==> src/hdl/mbr_pkg.sv <==
`timescale 1ns / 1ps
`default_nettype none

package mbr_pkg;

  // store geometry
  localparam int unsigned STORE_DEPTH = 4096;
  localparam int unsigned ADDR_W      = $clog2(STORE_DEPTH);
  localparam int unsigned POS_W       = ADDR_W + 1;
  localparam int unsigned MAX_BITS    = 64;
  localparam int unsigned CNT_W       = 7;
  localparam int unsigned NEED_W      = POS_W + 4;
  localparam int unsigned ACC_W       = MAX_BITS + 8;

  // status codes
  localparam logic [1:0] ST_OK   = 2'd0;
  localparam logic [1:0] ST_OOB  = 2'd1;
  localparam logic [1:0] ST_FULL = 2'd2;

  // raw op codes on the input
  localparam logic [2:0] OPC_APPEND = 3'd0;
  localparam logic [2:0] OPC_READ   = 3'd1;
  localparam logic [2:0] OPC_PEEK   = 3'd2;
  localparam logic [2:0] OPC_SKIP   = 3'd3;
  localparam logic [2:0] OPC_ALIGN  = 3'd4;
  localparam logic [2:0] OPC_CLEAR  = 3'd5;

  // decoded command kind
  typedef enum logic [2:0] {
    K_APPEND = 3'd0,
    K_READ   = 3'd1,
    K_PEEK   = 3'd2,
    K_SKIP   = 3'd3,
    K_ALIGN  = 3'd4,
    K_CLEAR  = 3'd5,
    K_NOP    = 3'd6
  } kind_e;

  typedef struct packed {
    logic [2:0]       op;
    logic [7:0]       byte_in;
    logic [CNT_W-1:0] bit_count;
    logic [1:0]       align_log2;
  } mbr_in_t;

  typedef struct packed {
    logic [63:0]      value;
    logic [1:0]       status;
    logic [POS_W-1:0] byte_position;
    logic [2:0]       bit_offset;
    logic             at_end;
  } mbr_out_t;

  typedef struct packed {
    kind_e            kind;
    logic [7:0]       byte_in;
    logic [CNT_W-1:0] bit_count;
    logic [1:0]       align_log2;
  } mbr_cmd_t;

endpackage

`default_nettype wire

==> src/hdl/mbr_front.sv <==
`timescale 1ns / 1ps
`default_nettype none

module mbr_front
  import mbr_pkg::*;
(
  input  wire logic     clk_i,
  input  wire logic     rst_ni,
  input  wire logic     in_valid_i,
  output logic          in_stall_o,
  input  wire mbr_in_t  in_data_i,
  output logic          cmd_vld_o,
  output mbr_cmd_t      cmd_o,
  input  wire logic     cmd_pop_i
);

  mbr_cmd_t    fifo_q [2];
  logic        wp_q, rp_q;
  logic [1:0]  cnt_q;
  mbr_cmd_t    dec;
  logic        push, pop;

  // classify the incoming transaction
  always_comb begin
    dec.byte_in    = in_data_i.byte_in;
    dec.bit_count  = in_data_i.bit_count;
    dec.align_log2 = in_data_i.align_log2;
    case (in_data_i.op)
      OPC_APPEND: dec.kind = K_APPEND;
      OPC_READ:   dec.kind = K_READ;
      OPC_PEEK:   dec.kind = K_PEEK;
      OPC_SKIP:   dec.kind = K_SKIP;
      OPC_ALIGN:  dec.kind = K_ALIGN;
      OPC_CLEAR:  dec.kind = K_CLEAR;
      default:    dec.kind = K_NOP;
    endcase
  end

  assign in_stall_o = cnt_q[1];
  assign push       = in_valid_i && !in_stall_o;
  assign pop        = cmd_pop_i && cmd_vld_o;
  assign cmd_vld_o  = cnt_q != 2'd0;
  assign cmd_o      = fifo_q[rp_q];

  // two entry command queue
  always_ff @(posedge clk_i or negedge rst_ni) begin
    if (!rst_ni) begin
      wp_q  <= 1'b0;
      rp_q  <= 1'b0;
      cnt_q <= 2'd0;
    end else begin
      if (push) wp_q <= !wp_q;
      if (pop)  rp_q <= !rp_q;
      cnt_q <= cnt_q + {1'b0, push} - {1'b0, pop};
    end
  end

  always_ff @(posedge clk_i) begin
    if (push) fifo_q[wp_q] <= dec;
  end

endmodule

`default_nettype wire

==> config.mk <==
export PLATFORM = sky130hd
export DESIGN_NAME = mbr_front
export DESIGN_NICKNAME = d
export VERILOG_FILES = /design/src/hdl/mbr_pkg.sv /design/src/hdl/mbr_front.sv
export SDC_FILE = /design/constraint.sdc
export NUM_CORES = 1
export LEC_CHECK = 0
export BUFFER_PORTS_ARGS = -buffer_cell sky130_fd_sc_hd__buf_2
export CORE_MARGIN = 1.5
export CORE_UTILIZATION = 45
export DETAILED_ROUTE_END_ITERATION = 8
export PLACE_DENSITY = 0.73
export SYNTH_ARGS = -nofsm -noshare
export SYNTH_HDL_FRONTEND = slang
export SYNTH_SLANG_ARGS = --single-unit
==> constraint.sdc <==
create_clock -name clk_i -period 1.74 [get_ports clk_i]
set_clock_uncertainty 0.05 [all_clocks]
set_input_delay 0.522 -clock clk_i [delete_from_list [all_inputs] [get_ports clk_i]]
set_output_delay 0.522 -clock clk_i [all_outputs]
set_load 0.005 [all_outputs]
==> results of run 1 <==
[stage by stage]
stage / utilization, % / cell area, µm² / TNS, ps / total power [mW] / cells
after CTS: 58.2 / 2150 / -3130 / 3.27 / 188
after global routing: 62.7 / 2310 / -3500 / 3.76 / 189
after global placement: 55.6 / 2050 / 0 / 2.60 / 179
after floorplan: - / 1730 / -8420 / 2.24 / 82
after detailed placement: 55.6 / 2050 / -47.0 / 2.67 / 179
final: 62.7 / 2310 / -2640 / 3.56 / 189
[final cells by class]
cell class / instances / share of cell area (%)
Sequential cell: 44 / 56.4
Multi-Input combinational cell: 32 / 17.8
Tap cell: 48 / 2.60
Inverter: 2 / 0.325
Timing Repair Buffer: 55 / 19.4
Clock inverter: 3 / 0.596
Clock buffer: 5 / 2.98
[layer usage]
layer	vias up	wire, µm
met1	419	1000
met5	-	0
met3	7	181
met2	32	1430
met4	0	48
li1	424	-
[power breakdown]
part | switching [mW] | internal [mW] | total, mW
registers | 0.102 | 1.41 | 1.51
clock network | 0.307 | 0.272 | 0.579
logic | 0.526 | 0.942 | 1.47
[flip-flops by register name (all words and copies together), names as in the netlist]
register  flops
rp_q          1
cnt_q         2
wp_q          1
fifo_q       40
[logic make-up after synthesis]
| logic type | count (synthesis) |
|---|---|
| DFF | 44 |
| muxes | 20 |
| buffers and inverters | 6 |
| xor gates and xnor gates | 4 |
| and+or+nand+nor | 4 |
| AOI/OAI and AO/OA | 2 |
| adders and majority gates | 2 |
[synth_stat cells]
master / count / area, µm²
a21boi_0: 1 / 7.51
xnor2_1: 3 / 26.3
xor2_1: 1 / 8.76
clkbuf_1: 2 / 7.51
or2_2: 1 / 6.26
dfrtp_1: 4 / 100
mux2_4: 19 / 285
nand2b_1: 1 / 6.26
buf_6: 2 / 22.5
ha_1: 2 / 25.0
inv_1: 2 / 7.51
o21a_1: 1 / 7.51
nor2_1: 2 / 7.51
mux2_2: 1 / 11.3
edfxtp_1: 40 / 1200
[placed cells by master, fill, tap and decap left out, types with 2 or more instances in the layout]
cell type,count
mux2_4,20
buf_6,22
buf_2,25
nor2_2,2
clkbuf_8,5
ha_1,2
buf_4,6
inv_1,2
edfxtp_1,40
dfrtp_1,3
xnor2_1,2
clkinv_2,2
[critical path: stages, from the launching register on]
cell     delay (ps)
dfrtp_2         450
buf_12          160
mux2_4          300
buf_6           110
[final timing paths]
kind	endpoint	startpoint	slack [ps]
max in group asynchronous	rp_q$_DFFE_PN0P_	rst_ni	990
min in group asynchronous	cnt_q[0]$_DFF_PN0_	rst_ni	510
setup reg to reg	cnt_q[1]$_DFF_PN0_	cnt_q[1]$_DFF_PN0_	80
hold reg to reg	wp_q$_DFFE_PN0P_	wp_q$_DFFE_PN0P_	480
hold / removal	fifo_q[0][9]$_DFFE_PP_	in_data_i[9]	370
setup / recovery	cmd_o[9]	rp_q$_DFFE_PN0P_	-140
[timing repair]
action                                 in CTS  in global routing
gates resized for setup                     1                 28
setup buffers                               0                  1
hold buffers                                1                  0
cloned                                      0                  0
endpoints found under the hold margin       4                  0
setup endpoints to repair                  20                 22
==> metrics.md, run 1 <==
| Metric | Value |
|---|---|
| Register bit total from synthesis | 44 |
| P&R area growth vs syn | 33.6% |
| DIE WIDTH | 65.0 µm |
| Post-layout min period | 1880 ps |
| IO Pins | 46 |
| Crit Path Max Fanout | 10 |
| H-tree Lvls | 2 |
| Vias | 882 |
| I/O Buffers | 45 |
| Syn Inst Count | 82 |
| Slew headroom | 79.3% |
| Path depth of the worst reg2reg path | 6 |
| Routability congestion estimate | 0.614 |
| 1st-iter DRT viols | 26 |
| Clk root buf | clkbuf_8 |
| CTS Buffer Depth | 2 |
| Sequential area share after synthesis | 75.2% |
| Area of the multi-input gates | 410 µm² |
| Met1 GRT Util | 17.1% |
| Worst Hold Depth | 1 |
| Yosys cell types | 15 |
| Storage cell area | 1300 µm² |
| Routed WL per cell | 14.1 µm |
| Crit path DAT | 1310 ps |
| Synth Cell Area | 1730 µm² |
| Status | finished with violations |
| Crit path capture type | output pin |
| Final Cycle Share | 108% |
| Rows | 22 |
| Setup violators final | 20 |
| CTS clk-pin slew, worst paths | 70 ps |
| Die Area | 4230 µm² |
| Simple-Gate Fraction of Synth Area | 1.16% |
| Final Hold Vio Count | 0 |
| Total global routing overflow | 0 |
| CTS Sinks | 44 |
| Initial Util | 46.9% |
| Setup ws final | -143 ps |
| Largest family of logic cells by synthesized area | multiplexers |
| CTS tree | built |
| Hold/Removal Path Class | primary input to flip-flop |
| TritonCTS Buffers | 5 |
| Fmax | 531 MHz |
| Worst VDD drop | 946 µV |
| ANT nets after route | 0 |
| Number of global-route vias before repair | 898 |
| Setup WS pre-CTS | -47.0 ps |
| Drt pass-1 iters | 4 |
| Largest net degree at the start of global routing | 14 |
| Static Leakage | 0.953 nW |
| DR DRC count | 0 |
| Die height | 65.0 µm |
| Net count, final | 166 |
| Initial antenna violation count | 0 |
| Final WL | 2.66 mm |
| Ant diodes | 0 |
| Core area | 3690 µm² |
| Post-Synth XOR/XNOR Area | 2.02% |
| Mux contribution to synthesized area | 17.1% |
| Fraction of layout cells with a size suffix above 1 | 61.0% |
| Post-Synth Adder-Cell Area | 1.45% |
| Syn Nets | 108 |
| CP Launch Type | flip-flop |
| Hold Worst Slack | 371 ps |
| Worst skew pair latency | 290 ps |
| Number of max-cap violations | 0 |
| First-pass GRT wire length | 4.34 mm |
| Final Max Slew Viols | 0 |
| Avg Inst Size Synth | 21.1 µm² |
| Slew of the pin with the lowest slew margin | 308 ps |
| GRT Total Usage | 14.5% |
| Compound-Gate Fraction of Synth Area | 0.868% |
| Detailed placement HPWL | 2.04 mm |
| Critical path type | flip-flop to output pin |
| Fillers | 299 |
| Synth warn | 0 |
| Failing checks | setup timing |
| GR Util met2 | 23.8% |
| Worst Path Required | 1170 ps |
| Busiest grt layer | met2 |
| RSZ-0062 raised after global routing | yes |
| Vias/cell | 4.67 |
| Power Dens Cells | 1540 nW/µm² |
| Met3 Usage GRT | 4.69% |
(Power assumes the default switching activity.)
==> run 2: changes to the inputs <==
GPL_TIMING_DRIVEN = 1   (was not set)
SKIP_LAST_GASP = 1   (was not set)
==> run 2 against run 1 <==
Critical path depth is the same. Setup slack lost 5.2 ps. Non-clock buffer count is the same. Total power shrank 3.9%. Final area shrank 3.1%. Hold slack lost 5.0 ps. First-iteration DRC count grew 62%. Routed wire length grew 0.34%. Sequential share of layout area grew 1.8 points. Critical endpoint unchanged. Flip-flop and latch count is the same. The run still ends with setup timing left. Largest power group unchanged.
==> metrics.md, run 2 (synthesis gave the netlist of run 1 again) <==
| Metric | Value |
|---|---|
| Hold/Removal Path Class | primary input to flip-flop |
| Routability congestion estimate | 0.614 |
| CTS Sinks | 44 |
| DIE WIDTH | 65.0 µm |
| Final Util | 60.7% |
| Net count, final | 166 |
| Fraction of layout cells with a size suffix above 1 | 61.0% |
| 1st-iter DRT viols | 42 |
| Clk root buf | clkbuf_8 |
| Setup WS pre-CTS | -47.0 ps |
| Setup violators final | 20 |
| Routed WL per cell | 14.1 µm |
| Worst skew pair latency | 290 ps |
| Final Total Pwr | 3.42 mW |
| Commonest cells after routing, fill and taps aside | edfxtp_1 (40), buf_2 (36), mux2_4 (19) |
| Crit path capture type | output pin |
| Number of global-route vias before repair | 898 |
| Setup ws final | -149 ps |
| TritonCTS Buffers | 5 |
| I/O Buffers | 45 |
| Worst VDD drop | 942 µV |
| GRT Total Usage | 14.5% |
| Slew headroom | 79.3% |
| Rows | 22 |
| Setup tns final | -2660 ps |
| IO Pins | 46 |
| RSZ-0062 raised after global routing | yes |
| Final Hold Vio Count | 0 |
| Crit path DAT | 1320 ps |
| CTS tree | built |
| Power Dens Cells | 1530 nW/µm² |
| Detailed placement HPWL | 2.04 mm |
| Initial antenna violation count | 0 |
| DP Cell Count | 179 |
| P&R area growth vs syn | 29.4% |
| Die Area | 4230 µm² |
| Final Cycle Share | 109% |
| Largest regs | fifo_q x40, cnt_q x2 |
| ANT nets after route | 0 |
| Fmax | 529 MHz |
| Vias | 879 |
| First-pass GRT wire length | 4.34 mm |
| Fillers | 313 |
| Area of the multi-input gates | 407 µm² |
| Largest net degree at the start of global routing | 14 |
| Initial Util | 46.9% |
| Top reg by flops | fifo_q |
| Drt pass-1 iters | 2 |
| Number of max-cap violations | 0 |
| Largest register FFs | 40 |
| Total global routing overflow | 0 |
| Worst Path Required | 1170 ps |
| Crit Path Max Fanout | 10 |
| CTS Buffer Depth | 2 |
| H-tree Lvls | 2 |
| Core area | 3690 µm² |
| Critical path type | flip-flop to output pin |
| Slew of the pin with the lowest slew margin | 308 ps |
| Failing checks | setup timing |
| Die height | 65.0 µm |
| Final Max Slew Viols | 0 |
| Static Leakage | 0.925 nW |
| CP Launch Type | flip-flop |
| Vias/cell | 4.65 |
| Ant diodes | 0 |
| Final Non-Filler Cells | 189 |
| Status | finished with violations |
| DR DRC count | 0 |
| Final WL | 2.67 mm |
| Commonest non-fill, non-tap cell in the layout | edfxtp_1 |
| CTS clk-pin slew, worst paths | 80 ps |
| Storage cell area | 1300 µm² |
| Post-layout min period | 1890 ps |
run 2: cell counts in the layout (fill, tap and decap cells not counted):
Identical to the previous run, type by type.
run 2: final timing paths:
| check | depth (start not counted) | to | start | slack (ps) |
|---|---|---|---|---|
| max | 3 | cmd_o[9] | rp_q$_DFFE_PN0P_ | -150 |
| min | 1 | fifo_q[0][9]$_DFFE_PP_ | in_data_i[9] | 370 |
| max reg2reg | 6 | cnt_q[1]$_DFF_PN0_ | cnt_q[1]$_DFF_PN0_ | 80 |
| min reg2reg | 1 | wp_q$_DFFE_PN0P_ | wp_q$_DFFE_PN0P_ | 480 |
| max in group asynchronous | 2 | rp_q$_DFFE_PN0P_ | rst_ni | 990 |
| min in group asynchronous | 2 | cnt_q[0]$_DFF_PN0_ | rst_ni | 510 |
run 2: where the power goes:
part	leakage (nW)	switching [mW]	total (mW)	internal, mW
Combinational	0.466	0.502	1.32	0.821
Clock	0.0453	0.312	0.585	0.272
Sequential	0.413	0.101	1.51	1.41
run 2: worst max-delay path, stage by stage, from the launching register on:
cell and delay (ps):
dfrtp_2 450, buf_12 160, mux2_4 300, buf_2 120
run 2: final cells by class:
cell class | instances | area share, %
flip-flops and latches | 44 | 58.2
multi-input cells | 32 | 18.2
repair buffers | 55 | 16.9
clock buffers | 5 | 3.07
well taps | 48 | 2.68
clock inverters | 3 | 0.615
inverters | 2 | 0.335
run 2: layer usage:
metal  track usage, %  up-vias  part of all wire, %
li1                 -      421                    -
met1             17.1      422                   38
met2             23.8       30                   54
met3             4.69        6                  6.9
met4             7.03        0                  1.5
met5                0        -                    0
run 2: timing repair:
action,4_1_cts,5_1_grt
endpoints found under the hold margin,4,0
resized for setup,1,16
setup buffers,0,1
hold buffers,1,0
endpoints found under the setup margin,20,22
run 2: metrics by stage:
step	instance area (µm²)	hold WS (ps)
2_1_floorplan	1730	176
3_3_place_gp	2050	278
3_5_place_dp	2050	283
4_1_cts	2150	358
5_1_grt	2240	356
6_report	2240	366
==> run 3: changes to the inputs <==
BUFFER_PORTS_ARGS = -buffer_cell sky130_fd_sc_hd__clkbuf_2   (was -buffer_cell sky130_fd_sc_hd__buf_2)
CTS_CLUSTER_SIZE = 12   (was not set)
==> run 3 against run 2 <==
The flow still finishes with violations (setup timing). Non-clock buffer count grew 2. Flip-flop and latch count unchanged. Via count rose by 0.57%. Cell count rose by 1.1%. Global-route usage decreased by 0.82 points. First-iteration DRC count shrank 52%. Register-to-register slack gained 50 ps. Routed wire length fell by 0.34%. Combinational power is 8% lower. Setup slack better by 13 ps.
==> metrics.md, run 3 (synthesis gave the netlist of run 1 again) <==
| Metric | Value |
|---|---|
| Status | finished with violations |
| Failing checks | setup timing |
| Setup violators final | 20 |
| CTS Buffer Depth | 2 |
| Fmax | 533 MHz |
| Vias/cell | 4.63 |
| Rows | 22 |
| Final WL | 2.66 mm |
| P&R area growth vs syn | 27.9% |
| Fraction of layout cells with a size suffix above 1 | 60.8% |
| Final Max Slew Viols | 0 |
| Static Leakage | 0.931 nW |
| ANT nets after route | 0 |
| Post-layout min period | 1880 ps |
| Final Util | 60.0% |
| CTS tree | built |
| RR Startpoint | cnt_q[1]$_DFF_PN0_ |
| Critical path type | flip-flop to output pin |
| Final Hold Vio Count | 0 |
| Core area | 3690 µm² |
| Slowest library cell on the worst path | dfrtp_2 |
| Largest regs | fifo_q x40, cnt_q x2 |
| Commonest non-fill, non-tap cell in the layout | clkbuf_2 |
| Routability congestion estimate | 0.610 |
| DR DRC count | 0 |
| Worst Path Required | 1170 ps |
| Top reg by flops | fifo_q |
| Net count, final | 168 |
| First-pass GRT wire length | 4.15 mm |
| Vias | 884 |
| Hold/Removal Path Class | primary input to flip-flop |
| Commonest cells after routing, fill and taps aside | clkbuf_2 (45), edfxtp_1 (40), mux2_4 (20) |
| Detailed placement HPWL | 1.91 mm |
| CTS Sinks | 44 |
| Die height | 65.0 µm |
| R2R Setup Slk | 130 ps |
| GRT Total Usage | 13.6% |
| Buffers plus inverters on the worst setup path | 2 |
| Worst VDD drop | 1060 µV |
| Largest net degree at the start of global routing | 14 |
| Die Area | 4230 µm² |
| Ant diodes | 0 |
| CP Cell Sequence | buf_6, mux2_4, clkbuf_2 |
| Fillers | 316 |
| Hold endpoint | fifo_q[0][10]$_DFFE_PP_ |
| Drt pass-1 iters | 2 |
| Slew headroom | 84.6% |
| CP Launch Type | flip-flop |
| Initial Util | 46.9% |
| Clk root buf | clkbuf_8 |
| Hold Worst Slack | 374 ps |
| H-tree Lvls | 2 |
| IO Pins | 46 |
| Final Cycle Share | 108% |
| Max incr delay on CP | 460 ps |
| DP Cell Count | 179 |
| Final Total Pwr | 3.46 mW |
| Number of max-cap violations | 0 |
| Number of global-route vias before repair | 892 |
| Crit Path Max Fanout | 5 |
| Worst Hold Depth | 1 |
| Routed WL per cell | 13.9 µm |
| Reg-to-Reg End | cnt_q[1]$_DFF_PN0_ |
| Largest register FFs | 40 |
| Crit path capture type | output pin |
| TritonCTS Buffers | 5 |
| RSZ-0062 raised after global routing | yes |
| 1st-iter DRT viols | 20 |
| Power Dens Cells | 1560 nW/µm² |
| Min-delay src | in_data_i[10] |
| CP Launch Point | rp_q$_DFFE_PN0P_ |
| Slew of the pin with the lowest slew margin | 229 ps |
| Setup tns final | -2540 ps |
| Setup ws final | -135 ps |
| Crit path DAT | 1300 ps |
| Path depth of the worst reg2reg path | 6 |
| Worst skew pair latency | 280 ps |
| DIE WIDTH | 65.0 µm |
| Total global routing overflow | 0 |
| I/O Buffers | 45 |
| Initial antenna violation count | 0 |
| CTS clk-pin slew, worst paths | 80 ps |
| Final Non-Filler Cells | 191 |
| CP delay by family, top | flip-flops |
run 3: cell types whose count changed in the layout (fill, tap and decap cells not counted), sizes merged:
cell    change
buf        -43
clkbuf     +45
clkinv      -1
bufinv      +1
run 3: cell type report:
type	count	area [µm²]	share of cell area, %
inverter	2	7.51	0.339
sequential	44	1300	58.9
tap	48	60.1	2.71
timing repair buffer	57	333	15.0
clock inverter	3	37.5	1.70
clock buffer	5	68.8	3.11
multi-input combinational	32	403	18.2
run 3: repair_timing:
item,4_1_cts,5_1_grt
gates resized for setup,7,2
setup buffers,1,1
endpoints found under the setup margin,20,21
gates cloned,1,0
hold endpoints to repair,4,0
hold buffers,1,0
run 3: layer usage:
metal	share of wire [%]	routed length [µm]	vias to the layer above	GRT usage (%)
met5	0	0	-	0
li1	-	-	426	-
met1	40	1070	427	16.3
met2	53	1420	29	23.6
met3	5.7	151	2	3.47
met4	0.79	21	0	5.47
run 3: worst register-to-register path, cell delays in order, from the launching register on:
cell	delay (ps)
dfrtp_2	440
o21a_1	220
ha_1	280
inv_1	40
ha_1	180
xnor2_1	190
xnor2_1	140
run 3: where the power goes:
group	total [mW]	leakage (nW)	switching (mW)	internal [mW]
sequential	1.51	0.412	0.102	1.41
clock	0.729	0.0532	0.311	0.418
combinational	1.22	0.466	0.487	0.730
run 3: how the worst max path moves through the flow:
stage	endpoint	slack, ps	depth (start not counted)
after floorplan	fifo_q[1][0]$_DFFE_PP_	-210	2
after global placement	cnt_q[1]$_DFF_PN0_	130	7
after detailed placement	cnt_q[1]$_DFF_PN0_	40	7
after CTS	cmd_o[16]	-150	3
after global routing	cmd_o[11]	-190	3
final	cmd_o[9]	-140	3
run 3: stage by stage:
stage | cell area (µm²) | worst slack, ps
2_1_floorplan | 1730 | -210
3_3_place_gp | 2050 | 129
3_5_place_dp | 2050 | 40.7
4_1_cts | 2200 | -151
5_1_grt | 2210 | -191
6_report | 2210 | -135
